==> src/hdl/assert_macros.svh <==
// Assertion macros shared by the generator RTL.
// No dependencies; each file that asserts includes this header.
`ifndef ASSERT_MACROS_SVH
`define ASSERT_MACROS_SVH

// Same-cycle implication, checked on clk, off during rst.
`define PPG_ASSERT_IMP(lbl, ante, cons, msg) \
  lbl: assert property (@(posedge clk) disable iff (rst) (ante) |-> (cons)) else $error(msg);

// Next-cycle implication, checked on clk, off during rst.
`define PPG_ASSERT_NEXT(lbl, ante, cons, msg) \
  lbl: assert property (@(posedge clk) disable iff (rst) (ante) |=> (cons)) else $error(msg);

`endif

==> src/hdl/ppg_pkg.sv <==
// Shared types and constants of the polynomial phase pattern generator.
// No dependencies; used by every module of the block.
package ppg_pkg;

  localparam int COORD_BITS = 10;

  localparam logic [1:0] MODE_COEF  = 2'd0;
  localparam logic [1:0] MODE_TERM  = 2'd1;
  localparam logic [1:0] MODE_PIXEL = 2'd2;

  localparam logic [1:0] REG_X_DEGREE    = 2'd0;
  localparam logic [1:0] REG_Y_DEGREE    = 2'd1;
  localparam logic [1:0] REG_TERM_COUNT  = 2'd2;
  localparam logic [1:0] REG_PHASE_STEPS = 2'd3;

  // pi in unsigned Q4.60, split for the angle scaling
  localparam logic [63:0] Q_PI   = 64'h3243_F6A8_885A_308D;
  localparam logic [63:0] QPI_HI = Q_PI >> 15;
  localparam logic [63:0] QPI_LO = Q_PI & 64'h7FFF;
  localparam logic [63:0] Q_ONE  = 64'h1000_0000_0000_0000;

  typedef struct packed {
    logic [1:0]            mode;
    logic [5:0]            slot;
    logic signed [15:0]    coeff_value;
    logic signed [15:0]    term_scale;
    logic [15:0]           term_divisor;
    logic [COORD_BITS-1:0] x_coord;
    logic [COORD_BITS-1:0] y_coord;
  } in_item_t;

  typedef struct packed {
    logic [15:0]        phase_index;
    logic signed [15:0] cos_value;
    logic signed [15:0] sin_value;
  } out_item_t;

  typedef struct packed {
    logic        start;
    logic [63:0] dividend;
    logic [15:0] divisor;
  } div_req_t;

  typedef struct packed {
    logic        done;
    logic [63:0] quotient;
    logic [15:0] remainder;
  } div_rsp_t;

endpackage

==> src/hdl/ppg_div.sv <==
// Shared unsigned divider, 64-bit dividend by 16-bit divisor, two bits a cycle.
// Uses the request and response structs of ppg_pkg.
module ppg_div
  import ppg_pkg::*;
(
  input  logic     clk,
  input  logic     rst,
  input  div_req_t req,
  output div_rsp_t rsp
);

  logic        busy;
  logic [4:0]  cnt;
  logic [63:0] dvd;
  logic [63:0] quo;
  logic [15:0] rem;
  logic [15:0] dsr;
  logic        done;

  logic [63:0] dvd_next;
  logic [63:0] quo_next;
  logic [15:0] rem_next;

  always_comb begin
    logic [16:0] t;
    dvd_next = dvd;
    quo_next = quo;
    rem_next = rem;
    for (int s = 0; s < 2; s++) begin
      t        = {rem_next, dvd_next[63]};
      dvd_next = {dvd_next[62:0], 1'b0};
      if (t >= {1'b0, dsr}) begin
        rem_next = 16'(t - {1'b0, dsr});
        quo_next = {quo_next[62:0], 1'b1};
      end else begin
        rem_next = t[15:0];
        quo_next = {quo_next[62:0], 1'b0};
      end
    end
  end

  always_ff @(posedge clk) begin
    if (rst) begin
      busy <= 1'b0;
      done <= 1'b0;
      cnt  <= '0;
    end else begin
      done <= 1'b0;
      if (req.start) begin
        busy <= 1'b1;
        cnt  <= '0;
        dvd  <= req.dividend;
        dsr  <= req.divisor;
        quo  <= '0;
        rem  <= '0;
      end else if (busy) begin
        dvd <= dvd_next;
        quo <= quo_next;
        rem <= rem_next;
        cnt <= cnt + 5'd1;
        if (cnt == 5'd31) begin
          busy <= 1'b0;
          done <= 1'b1;
        end
      end
    end
  end

  assign rsp.done      = done;
  assign rsp.quotient  = quo;
  assign rsp.remainder = rem;

endmodule

==> config.mk <==
export PLATFORM = sky130hd
export DESIGN_NAME = ppg_div
export DESIGN_NICKNAME = d
export VERILOG_FILES = /design/src/hdl/assert_macros.svh /design/src/hdl/ppg_pkg.sv /design/src/hdl/ppg_div.sv
export SDC_FILE = /design/constraint.sdc
export NUM_CORES = 1
export LEC_CHECK = 0
export BUFFER_PORTS_ARGS = -buffer_cell sky130_fd_sc_hd__buf_2
export CAP_MARGIN = 20
export CORE_AREA = 2 2 129 131
export DETAILED_ROUTE_END_ITERATION = 8
export DIE_AREA = 0 0 131 133
export PLACE_DENSITY = 0.83
export RECOVER_POWER = 25
export SKIP_LAST_GASP = 1
export SLEW_MARGIN = 25
export SYNTH_ARGS = -nofsm -noshare
export SYNTH_HDL_FRONTEND = slang
export SYNTH_SLANG_ARGS = --single-unit
==> constraint.sdc <==
create_clock -name clk -period 22.1 [get_ports clk]
set_clock_uncertainty 0.05 [all_clocks]
set_input_delay 3.315 -clock clk [delete_from_list [all_inputs] [get_ports clk]]
set_output_delay 3.315 -clock clk [all_outputs]
set_load 0.005 [all_outputs]
Yosys cells after proc, flatten, opt, wreduce, memory -nomap -nowiden
Cells that the tools add are included.
{"block": "classes", "eq_ne": 1, "bitwise": 2, "add_sub_neg": 3, "reduce_logical": 5, "muxes": 12, "n_lt_le_gt_ge": 2}
{"operator": "$mux 64", "n": 3}
{"operator": "$mux 16", "n": 3}
{"operator": "$ge 17x16->1", "n": 2}
{"operator": "$sub 16x16->16", "n": 2}
{"operator": "$mux 1", "n": 6}
{"operator": "$add 5x1->5 const B", "n": 1}
{"operator": "$eq 5x5->1 const B", "n": 1}
{"operator": "$reduce_and 2->1", "n": 2}
{"operator": "$reduce_or 3->1", "n": 1}
{"operator": "$not 1->1", "n": 2}
{"operator": "$reduce_bool 2->1", "n": 1}
{"operator": "$reduce_or 2->1", "n": 1}
{"block": "word_totals", "input_bits": 83, "reg_bits": 167, "output_inout_bits": 81}

Logic depth before layout (Yosys ltp)
{"block": "depth", "depth_word": 5, "mapped_depth": 23, "depth_no_buf": 20}

Worst setup path after synthesis
Ideal clock, no wire load.
{"block": "synth_path", "path_type": "input -> register", "from": "in req[80] (netlist bit)", "to": "reg dvd[0] (enable)", "stages": 4, "n_path_buf": 2, "path_slack_ps": 11448, "t_arrival_ps": 9952, "setup_time_ps": 649, "cell_sequence": "clkbuf_1 buf_1 nor2_1 nor2_1"}
{"block": "synth_via", "elab_chain_cells": 2}
{"element": "from (decl)", "line": "ppg_div.sv:8", "text": "input div_req_t req,"}
{"element": "$reduce_bool 2->1 (no source line)"}
{"element": "$reduce_and 2->1 (no source line)"}
{"element": "to (signal assigned)", "line": "ppg_div.sv:52", "text": "dvd <= req.dividend;"}
{"element": "to (signal assigned)", "line": "ppg_div.sv:57", "text": "dvd <= dvd_next;"}
{"element": "to (decl)", "line": "ppg_div.sv:14", "text": "logic [63:0] dvd;"}
Every way passes these cells.
A chain may end at the register's enable or synchronous reset.

Final worst setup path
{"block": "layout_path", "from": "in req[80] (netlist bit)", "to": "reg rem[1] (enable)"}
{"block": "layout_via", "elab_chain_cells": 2}
{"element": "$reduce_bool 2->1 (no source line)"}
{"element": "$reduce_and 2->1 (no source line)"}
{"element": "to (signal assigned)", "line": "ppg_div.sv:59", "text": "rem <= rem_next;"}
{"element": "to (decl)", "line": "ppg_div.sv:16", "text": "logic [15:0] rem;"}
Every way passes these cells.

==> summary.md <==
| Metric | Value |
|---|---|
| Req. time, crit path | `22.10 ns` |
| Starting density of the core | `53.5%` |
| Seq cells post-synth | `167` |
| Worst-skew pair later-pin latency | `0.43 ns` |
| Post-Syn Area | `8650 um^2` |
| Critical-path cell list | `clkbuf_1 > nor2_1 > nor2_4 > buf_4` |
| Final Instance Area | `9760 um^2` |
| Reg2Reg Setup Slack | `15.88 ns` |
| Vias post-DR | `5267` |
| Die Height | `133 um` |
| CTS Root Cell | `clkbuf_16` |
| CP top delay family | `buffers and inverters` |
| Vias per inst | `5.25` |
| Routed Antenna Nets | `0` |
| Clock-pin slew on the worst setup and hold paths | `0.07 ns` |
| Sequential area share after synthesis | `57.2%` |
| Routability cong. | `0.903` |
| Routed wire per std cell | `16.2 um` |
| Arrival time worst endpoint | `6.25 ns` |
| Iter 0 DRT Violations | `287` |
| Die width | `131 um` |
| Top post-synthesis cells by area | `edfxtp_1, mux2_2, buf_4` |
| # IOs | `164` |
| Slew of the pin with the lowest slew margin | `2.41 ns` |
| First-pass iteration count of the detailed router | `6` |
| Post-placement cell count | `971` |
| Syn Inst Count | `669` |
| Max Cap Viol | `1` |
| Yosys cell types | `50` |
| Number of global-route vias before repair | `5128` |
| Ratio of final minimum period to clock period | `28.3%` |
| Hold Crit Class | `register to register` |
| Post-CTS Hold Buffers | `0` |
| # setup viols final | `0` |
| H-tree depth | `4` |
| Leak | `0.00383 uW` |
| Crit Path Max Fanout | `70` |
| Rows | `47` |
| CTS Buffer Depth | `2` |
| Core ar. | `16200 um^2` |
| Most Used Layer, Global Route | `met2` |
| Mapped Nets | `788` |
| Crit path kind | `input pin to register` |
| RSZ-0062 raised after global routing | `no` |
| Grt total ovfl | `0` |
| Post-synth EDFFs | `160` |
| Slew margin rel. | `-60.3%` |
| Total wire length | `16.2 mm` |
| Ys flop type | `edfxtp_1` |
| Buf/Inv on CP | `2` |
| Nets@finish | `889` |
| CTS tree | `done` |
| Layout cells sized above 1 | `30.5%` |
| GR Util met2 | `29.6%` |
| Slowest CP cell | `clkbuf_1` |
| Post-CTS Setup Bufs | `0` |
| Yosys top cell area share | `55.5%` |
| Initial antenna violation count | `1` |
| Outcome | `finished, violations left` |
| Max-slew violation count | `47` |
| GR Layer Usage met1 | `24.9%` |
| Maximum VDD drop | `0.0000807 V` |
| CTS Buf Count | `17` |
| CTS resizes | `0` |
| Syn_area_per_cell | `12.9 um^2` |
| Minimum clock period | `6.26 ns` |
| Top cell type by total area after synthesis | `edfxtp_1` |
| Final setup TNS | `0 ns` |
| Largest stage delay, worst path | `1.67 ns` |
| GRT Total Usage | `18.7%` |
| Upper clock frequency limit | `0.160 GHz` |
| Commonest non-fill, non-tap cell in the layout | `edfxtp_1` |
| Synth async-reset ratio | `0%` |
| DP HPWL | `11.2 mm` |
| Drt drc | `0` |
| GR Util met3 | `3.56%` |
| Most frequent cells in the layout | `edfxtp_1, buf_2, nor2b_1` |
| First-pass GRT wire length | `25.1 mm` |
| DIE AREA | `17400 um^2` |
| CP endpoint kind | `register` |
| Finished Layout Cells | `1004` |
| Hold violation total from the final report | `0` |
| Startpoint Class | `input pin` |
| Post-layout util | `60.4%` |
| Area grow syn2layout | `12.9%` |
| # clock sinks | `167` |
| Largest net degree at the start of global routing | `104` |
| YS warnings | `0` |
| Port buffer count | `163` |
| PwrDens | `140 nW/um^2` |
| Cell Area, Placed | `9200 um^2` |
| Violated checks | `max-capacitance violations, max-slew violations` |
power by group:
| group | internal (uW) | switching (uW) | total [uW] |
|---|---|---|---|
| Combinational | 293 | 361 | 654 |
| Clock | 152 | 140 | 293 |
| Sequential | 401 | 22.4 | 424 |
routing by layer:
layer  part of all wire (%)  wire length [um]
met5                      0                 0
met2                     48              7840
met1                     44              7200
met4                    2.9               477
met3                    4.4               713
state kept, by name (all words and copies together) (netlist names):
signal	cells
quo	64
rem	16
cnt	5
dvd	64
busy	1
dsr	16
done	1
cells by family (layout without fill, tap and decap cells):
family          Yosys count  count (layout)  synth area share, %
fa+ha+maj                36              36                 5.38
flops                   167             167                 57.2
compound gates           75              75                 5.74
other cells               0               1                    0
mux                      84              84                 10.7
xor+xnor                 30              30                 3.04
simple gates            169             169                 10.3
buf+inv                 108             222                 7.72
path summary, 6_finish.rpt:
path | start | to | depth (start not counted)
min | cnt[4]$_SDFFE_PP0P_ | cnt[4]$_SDFFE_PP0P_ | 2
min reg2reg | cnt[4]$_SDFFE_PP0P_ | cnt[4]$_SDFFE_PP0P_ | 2
max | req[80] | rem[1]$_SDFFCE_PP0P_ | 4
max reg2reg | rem[7]$_SDFFCE_PP0P_ | rem[8]$_SDFFCE_PP0P_ | 18
synthesized netlist by cell type (2+ instances only):
cell type and number:
a211o_1 2, a211oi_1 3, a21o_1 6, a21oi_1 19
a311o_1 2, a31o_2 2, a31oi_1 2, and2_1 5
buf_1 3, buf_2 2, buf_4 63, clkbuf_1 16
dfxtp_1 7, edfxtp_1 160, fa_1 2, ha_1 34
inv_1 22, mux2_2 67, mux2i_1 17, nand2_1 22
nand3_1 8, nand4_1 4, nor2_1 42, nor2b_1 70
nor3_1 6, o211ai_1 3, o21a_1 5, o21ai_0 15
o21bai_1 4, o31ai_1 3, or2_2 5, or3_1 2
xnor2_1 13, xor2_1 17
stage by stage:
stage,hold WS (ns),setup WS (ns),total power (uW)
floorplan,0.417,11.45,962
global placement,0.435,16.27,1060
detailed placement,0.456,16.01,1080
CTS,0.479,15.95,1370
global route,0.514,15.35,1460
finish,0.475,15.84,1370
layout make-up:
| class | instances | area, um^2 |
|---|---|---|
| fillers | 1273 | 6410 |
| clock buffers | 17 | 425 |
| clock inverters | 15 | 179 |
| inverters | 22 | 82.6 |
| multi-input cells | 394 | 3040 |
| well taps | 220 | 275 |
| flip-flops and latches | 167 | 4940 |
| diodes | 1 | 2.50 |
| repair buffers | 168 | 811 |
tightest hold or removal path, delay by kind of cell, from the launching register on:
family           cells  cell delay (ns)
flip-flops           1             0.34
AND/OR/NAND/NOR      1             0.08
multiplexers         1             0.07
(Power assumes the default switching activity.)
