**config.mk**
```make
export PLATFORM = sky130hd
export DESIGN_NAME = ppg_coef_mem
export DESIGN_NICKNAME = d
export VERILOG_FILES = /design/src/hdl/assert_macros.svh /design/src/hdl/ppg_pkg.sv /design/src/hdl/ppg_coef_mem.sv
export SDC_FILE = /design/constraint.sdc
export NUM_CORES = 1
export LEC_CHECK = 0
export ABC_AREA = 1
export BUFFER_PORTS_ARGS = -buffer_cell sky130_fd_sc_hd__buf_2
export CAP_MARGIN = 20
export CORE_MARGIN = 5
export CORE_UTILIZATION = 39
export CTS_CLUSTER_SIZE = 28
export DETAILED_ROUTE_END_ITERATION = 7
export HOLD_SLACK_MARGIN = 0.06
export SETUP_SLACK_MARGIN = 0.15
export SLEW_MARGIN = 20
export SYNTH_ARGS = -nofsm -noshare
export SYNTH_HDL_FRONTEND = slang
export SYNTH_SLANG_ARGS = --single-unit
```
**constraint.sdc**
```tcl
create_clock -name clk -period 2.3 [get_ports clk]
set_input_delay 0.46 -clock clk [delete_from_list [all_inputs] [get_ports clk]]
set_output_delay 0.46 -clock clk [all_outputs]
set_load 0.005 [all_outputs]
```
**src/hdl/assert_macros.svh**
```systemverilog
// Assertion macros shared by the generator RTL.
// No dependencies; each file that asserts includes this header.
`ifndef ASSERT_MACROS_SVH
`define ASSERT_MACROS_SVH

// Same-cycle implication, checked on clk, off during rst.
`define PPG_ASSERT_IMP(lbl, ante, cons, msg) \
  lbl: assert property (@(posedge clk) disable iff (rst) (ante) |-> (cons)) else $error(msg);

// Next-cycle implication, checked on clk, off during rst.
`define PPG_ASSERT_NEXT(lbl, ante, cons, msg) \
  lbl: assert property (@(posedge clk) disable iff (rst) (ante) |=> (cons)) else $error(msg);

`endif

```
**src/hdl/ppg_pkg.sv**
```systemverilog
// Shared types and constants of the polynomial phase pattern generator.
// No dependencies; used by every module of the block.
package ppg_pkg;

  localparam int COORD_BITS = 10;

  localparam logic [1:0] MODE_COEF  = 2'd0;
  localparam logic [1:0] MODE_TERM  = 2'd1;
  localparam logic [1:0] MODE_PIXEL = 2'd2;

  localparam logic [1:0] REG_X_DEGREE    = 2'd0;
  localparam logic [1:0] REG_Y_DEGREE    = 2'd1;
  localparam logic [1:0] REG_TERM_COUNT  = 2'd2;
  localparam logic [1:0] REG_PHASE_STEPS = 2'd3;

  // pi in unsigned Q4.60, split for the angle scaling
  localparam logic [63:0] Q_PI   = 64'h3243_F6A8_885A_308D;
  localparam logic [63:0] QPI_HI = Q_PI >> 15;
  localparam logic [63:0] QPI_LO = Q_PI & 64'h7FFF;
  localparam logic [63:0] Q_ONE  = 64'h1000_0000_0000_0000;

  typedef struct packed {
    logic [1:0]            mode;
    logic [5:0]            slot;
    logic signed [15:0]    coeff_value;
    logic signed [15:0]    term_scale;
    logic [15:0]           term_divisor;
    logic [COORD_BITS-1:0] x_coord;
    logic [COORD_BITS-1:0] y_coord;
  } in_item_t;

  typedef struct packed {
    logic [15:0]        phase_index;
    logic signed [15:0] cos_value;
    logic signed [15:0] sin_value;
  } out_item_t;

  typedef struct packed {
    logic        start;
    logic [63:0] dividend;
    logic [15:0] divisor;
  } div_req_t;

  typedef struct packed {
    logic        done;
    logic [63:0] quotient;
    logic [15:0] remainder;
  } div_rsp_t;

endpackage

```
**src/hdl/ppg_coef_mem.sv**
```systemverilog
// Coefficient memory: one write port, one registered read port.
// Per-entry valid bits make unwritten entries read as zero. Uses ppg_pkg.
module ppg_coef_mem
  import ppg_pkg::*;
#(
  parameter int DEPTH = 64,
  parameter int RAW   = 6
) (
  input  logic           clk,
  input  logic           rst,
  input  logic           wr_en,
  input  logic [5:0]     wr_addr,
  input  logic [15:0]    wr_data,
  input  logic           rd_en,
  input  logic [RAW-1:0] rd_addr,
  output logic [15:0]    rd_data
);

  localparam int MAW = (DEPTH > 1) ? $clog2(DEPTH) : 1;

  logic [15:0]      mem [DEPTH];
  logic [DEPTH-1:0] vld;
  logic [15:0]      data_q;
  logic             ok_q;
  logic             wr_hit;
  logic             rd_hit;

  assign wr_hit = wr_en && (32'(wr_addr) < DEPTH);
  assign rd_hit = rd_en && (32'(rd_addr) < DEPTH);

  always_ff @(posedge clk) begin
    if (wr_hit) begin
      mem[wr_addr[MAW-1:0]] <= wr_data;
    end
    if (rd_en) begin
      data_q <= mem[rd_addr[MAW-1:0]];
    end
  end

  always_ff @(posedge clk) begin
    if (rst) begin
      vld  <= '0;
      ok_q <= 1'b0;
    end else begin
      if (wr_hit) begin
        vld[wr_addr[MAW-1:0]] <= 1'b1;
      end
      if (rd_en) begin
        ok_q <= rd_hit ? vld[rd_addr[MAW-1:0]] : 1'b0;
      end
    end
  end

  assign rd_data = ok_q ? data_q : 16'd0;

endmodule

```
== Word level (Yosys, flattened, before mapping) ==
Memory sizes are Yosys's and may differ from the RTL's. A register that Yosys moved wholly into a read port is not among the register bits.
Cells that the tools add are included.
Widths: inputs -> output; s select.
Word-level totals
  register bits: 65
  memory bits (writable): 1024
  input bits: 32
  output and inout port bits: 16
  memories: 1
Operators by class
  order comparisons: 3
  multiplexer cells: 7
  bitwise logic cells: 1
  reduce and logical (&&, ||, !) cells: 1
Memories
  mem: words 64, bits a word 16, rd ports 1, clocked after Yosys merged registers in 1, write ports 1, line ppg_coef_mem.sv:21  | logic [15:0] mem [DEPTH];
Operators with widths (count)
  $or 64x64->64: 1
  $mux 16: 1
  $lt 6x7->1 const B: 2
  $bmux 1 s6: 1
  $demux 1 s6: 1
  $ge 6x1->1 const B: 1
  $mux 1: 4
  $logic_and 1x1->1: 1

== Longest topological paths before layout ==
  depth in word-level cells: 5
  mapped depth: 14

== Worst setup path before layout ==
Ideal clock, no wire load.
  path kind: in2reg
  start point: in wr_en
  end point: mem mem[55][0] (enable)
  setup time: 0.390 ns
  arrival: 1.709 ns
  required time: 1.910 ns
  path slack: 0.201 ns
  cell stages on the path: 4
  path buffers: 0
  cell sequence: clkinv_1 > nor3_1 > inv_1 > nor2_1
Between the ends
  longest elaborated chain between the ends: 2
RTL lines
  start: declaration: line ppg_coef_mem.sv:11  | input logic wr_en,
  $mux 1: line ppg_coef_mem.sv:32  | if (wr_hit) begin
  $mux 1 (not written as such): line ppg_coef_mem.sv:33  | mem[wr_addr[MAW-1:0]] <= wr_data;
  end: declaration: line ppg_coef_mem.sv:21
No other way between the ends.

== Final worst setup path ==
  start point: reg ok_q
  end point: out rd_data[4]
Between the ends
  longest elaborated chain between the ends: 1
RTL lines
  start: declaration: line ppg_coef_mem.sv:24  | logic ok_q;
  start signal: assignment: line ppg_coef_mem.sv:49  | ok_q <= rd_hit ? vld[rd_addr[MAW-1:0]] : 1'b0;
  $mux 16: line ppg_coef_mem.sv:54  | assign rd_data = ok_q ? data_q : 16'd0;
  end: declaration: line ppg_coef_mem.sv:16  | output logic [15:0] rd_data
No other way between the ends.

==> results.yml <==
clock_network:
  worstSkewPairLatency_ps: 710
  cts_inserted_buffers: 109
  cts_post_setup_buffers_inserted: 0
  ctsHtreeMaxLevel: 3
  tritoncts_clock_tree: "built"
  post_cts_hold_buffer_count: 0
  worst_setup_hold_path_clk_slew_ps: 60
  cts.sink_count: 1105
  clock_tree.buffer_depth: 3
  clock_tree.root_cell: "sky130_fd_sc_hd__clkbuf_16"
floorplan:
  chipWidth_um: 345
  placement_rows: 123
  core-area_um2: 112000
  die-area_um2: 119000
  chipHeight_um: 345
  start_util_pct: 39.1
  boundaryPins: 48
worst_setup_path:
  type_of_destination_of_the_critical_path: "output pin"
  worst_setup_path_endpoint: "rd_data[4]"
  critical_path_arrival_ps: 1720
  reg2reg_from: "mem[25][13]"
  total_stage_count_of_the_critical_path: 3
  critical_path_class: "reg2out"
  timing.critical_path.buf_inv: 2
  critPathTopFamily: "flip-flops"
  crit_start_category: "register"
  rr_worst_depth: 8
  slowest_stage: "sky130_fd_sc_hd__dfxtp_4"
  max_stage_delay_ps: 500
  timing.critical_path.fanout_max: 17
  required_arrival_time_at_the_worst_endpoint_ps: 1840
  rrSetupSlack_ps: 530
  worstSetupStartpoint: "ok_q"
  r2r_endpoint: "data_q[13]"
  critical_path.cell_chain: "nand2_1, inv_1, buf_2"
finish:
  final_cell_count_no_fill: 5452
  nNetsFinal: 3885
  postLayoutCoreUtil_pct: 46.7
  flow.area_growth_from_synthesis_pct: 19.4
  final_cell_area_um2: 52300
  drive_above_1_share_pct: 12.4
yosys:
  synth_warnings: 0
  cell_count_after_synthesis: 3673
  synth.lib_cells_used.distinct: 18
  yosys_register_bits: 1105
  syn_nets: 3705
  seq_area_frac_synth_pct: 74.3
  average_size_of_a_mapped_cell_um2: 11.9
  post_synth_instance_area_um2: 43800
run:
  cap_viol_max_count: 0
global_routing:
  grt.met2_usage_pct: 32.3
  grt_pass1_vias: 28541
  most_utilized_layer_in_the_global_route_result: "met2"
  grt_start_max_net_pins: 65
  grt-ovfl-total: 0
  grt_first_pass_wirelength_um: 187000
  met3_usage_pct: 3.51
  globalRouteTotalUtil_pct: 20.7
  antenna_found_initial: 4
  grt.met1_usage_pct: 29.5
routing:
  drtAntennaViolNets: 0
  vias_after_detailed_routing: 29613
  drtPass1Iterations: 5
  routed_wirelength_um: 127000
  drt-wirelength-per-cell_um: 23.3
  first_iteration_detailed_routing_drc_count: 3122
  routed_via_density: 5.43
  drc: 0
placed_design:
  pre_cts_slack_ps: -230
  place.port_buffers: 47
  numPlacedInstances: 5242
  hpwlAfterDp_um: 75600
  gp_congestion: 0.864
  place_area_um2: 48600
sta:
  finalClockSkew_ps: 46.7
  finalCritPeriodShare_pct: 94.8
  fmax_mhz: 459
  timing.hold.ws_ps: 277
  setup_violation_total_in_the_final_timing_report: 0
  final-hold-violation-count: 0
  rsz0062_at_grt: "yes"
  post-route-worst-setup-slack_ps: 119
  worst-slew-pin-transition_ps: 1030
  setup-tns-final_ps: 0
  finalCriticalPeriod_ps: 2180
  slew-limit-headroom_pct: 31.1
  final-max-slew-violation-count: 0
power:
  post-layout-total-power_mw: 43.5
  power.static_leakage_nw: 18.0
  p_per_area_nw_per_um2: 832
  worst_ir_drop_vdd_v: 0.000550
run_status:
  run_status: "finished, final reports clean"
hold_path:
  worstHoldStart: "wr_data[15]"
  worst_hold_path_type: "in2reg"
[Yosys cell counts]
library cell,n,area (µm²)
sky130_fd_sc_hd__nand3_1,155,776
sky130_fd_sc_hd__buf_4,5,37.5
sky130_fd_sc_hd__edfxtp_1,1040,31200
sky130_fd_sc_hd__buf_2,66,330
sky130_fd_sc_hd__buf_1,15,56.3
sky130_fd_sc_hd__inv_4,1,6.26
sky130_fd_sc_hd__clkinv_1,3,11.3
sky130_fd_sc_hd__inv_2,2,7.51
sky130_fd_sc_hd__o21ai_0,482,2410
sky130_fd_sc_hd__nor2_1,716,2690
sky130_fd_sc_hd__dfxtp_1,65,1300
sky130_fd_sc_hd__nor3_1,14,70.1
sky130_fd_sc_hd__nand2_1,619,2320
sky130_fd_sc_hd__buf_6,3,33.8
sky130_fd_sc_hd__o21ai_1,30,150
sky130_fd_sc_hd__inv_1,47,176
sky130_fd_sc_hd__o22ai_1,256,1600
sky130_fd_sc_hd__clkbuf_1,154,578
[flip-flops by register name, summed over array words and instances (netlist names)]
name and count:
ok_q 1, data_q 16, mem 1024, vld 64
[worst min-delay path by stage]
stage | endpoint | depth (start not counted)
2_1_floorplan | vld[11] | 2
3_3_place_gp | vld[11] | 2
3_5_place_dp | vld[39] | 2
4_1_cts | mem[25][1] | 2
5_1_grt | mem[24][4] | 2
6_report | mem[41][15] | 2
[power by group]
part	switching, mW	total (mW)	internal, mW
sequential	0.0566	22.2	22.1
clock	7.64	18.2	10.6
combinational	2.11	3.04	0.930
[what timing repair did]
action / in CTS / in global routing
pin swaps: 0 / 0
resized for setup: 2 / 0
setup endpoints to repair: 16 / 4
gates cloned: 0 / 0
[worst register-to-register path, cell delays in order (launching register included)]
cell and delay, ps:
sky130_fd_sc_hd__edfxtp_1 350, sky130_fd_sc_hd__o21ai_0 190, sky130_fd_sc_hd__o22ai_1 120, sky130_fd_sc_hd__nand2_1 90, sky130_fd_sc_hd__nand2_1 100, sky130_fd_sc_hd__nand2_1 70
sky130_fd_sc_hd__nand3_1 190, sky130_fd_sc_hd__nand3_1 300, sky130_fd_sc_hd__nand2_1 120
[layer usage]
metal  share of wire (%)  wire (µm)  vias to the layer above
li1                    -          -                    13512
met1                  43      54200                    14658
met2                  46      58100                     1242
met3                 8.4      10600                      199
met4                 3.3       4130                        2
met5               0.010         13                        -
[placed cells by master (no fill, tap or decap)]
| cell type | n |
|---|---|
| sky130_fd_sc_hd__buf_12 | 131 |
| sky130_fd_sc_hd__buf_8 | 1 |
| sky130_fd_sc_hd__nor2_1 | 706 |
| sky130_fd_sc_hd__clkinv_16 | 2 |
| sky130_fd_sc_hd__clkinv_2 | 14 |
| sky130_fd_sc_hd__nand2_1 | 619 |
| sky130_fd_sc_hd__edfxtp_1 | 1040 |
| sky130_fd_sc_hd__clkinv_1 | 16 |
| sky130_fd_sc_hd__clkinv_4 | 1 |
| sky130_fd_sc_hd__clkbuf_1 | 29 |
| sky130_fd_sc_hd__o22ai_1 | 256 |
| sky130_fd_sc_hd__nor3_1 | 14 |
| sky130_fd_sc_hd__clkbuf_8 | 15 |
| sky130_fd_sc_hd__dfxtp_4 | 1 |
| sky130_fd_sc_hd__o21ai_0 | 482 |
| sky130_fd_sc_hd__inv_16 | 1 |
| sky130_fd_sc_hd__o21ai_1 | 30 |
| sky130_fd_sc_hd__inv_8 | 1 |
| sky130_fd_sc_hd__buf_2 | 43 |
| sky130_fd_sc_hd__inv_6 | 3 |
| sky130_fd_sc_hd__diode_2 | 4 |
| sky130_fd_sc_hd__clkinv_8 | 2 |
| sky130_fd_sc_hd__nor2_2 | 10 |
| sky130_fd_sc_hd__inv_4 | 1 |
| sky130_fd_sc_hd__buf_4 | 136 |
| sky130_fd_sc_hd__inv_2 | 1 |
| sky130_fd_sc_hd__clkinvlp_4 | 6 |
| sky130_fd_sc_hd__bufinv_16 | 11 |
| sky130_fd_sc_hd__inv_1 | 46 |
| sky130_fd_sc_hd__nand3_1 | 155 |
| sky130_fd_sc_hd__dfxtp_1 | 64 |
| sky130_fd_sc_hd__clkbuf_16 | 111 |
[cell families after synthesis]
| logic type | synth area share (%) |
|---|---|
| compound gates | 9.51 |
| buf+inv | 2.83 |
| flops | 74.3 |
| simple gates | 13.4 |
[cell type report]
class	count	area, µm²
Sequential cell	1105	32500
Multi-Input combinational cell	2272	10000
Inverter	53	225
Tap cell	1500	1880
Fill cell	10014	59800
Clock inverter	52	622
Timing Repair Buffer	312	3890
Antenna cell	4	10.0
Clock buffer	154	3080
No activity file was read; power rests on OpenSTA's default activity.
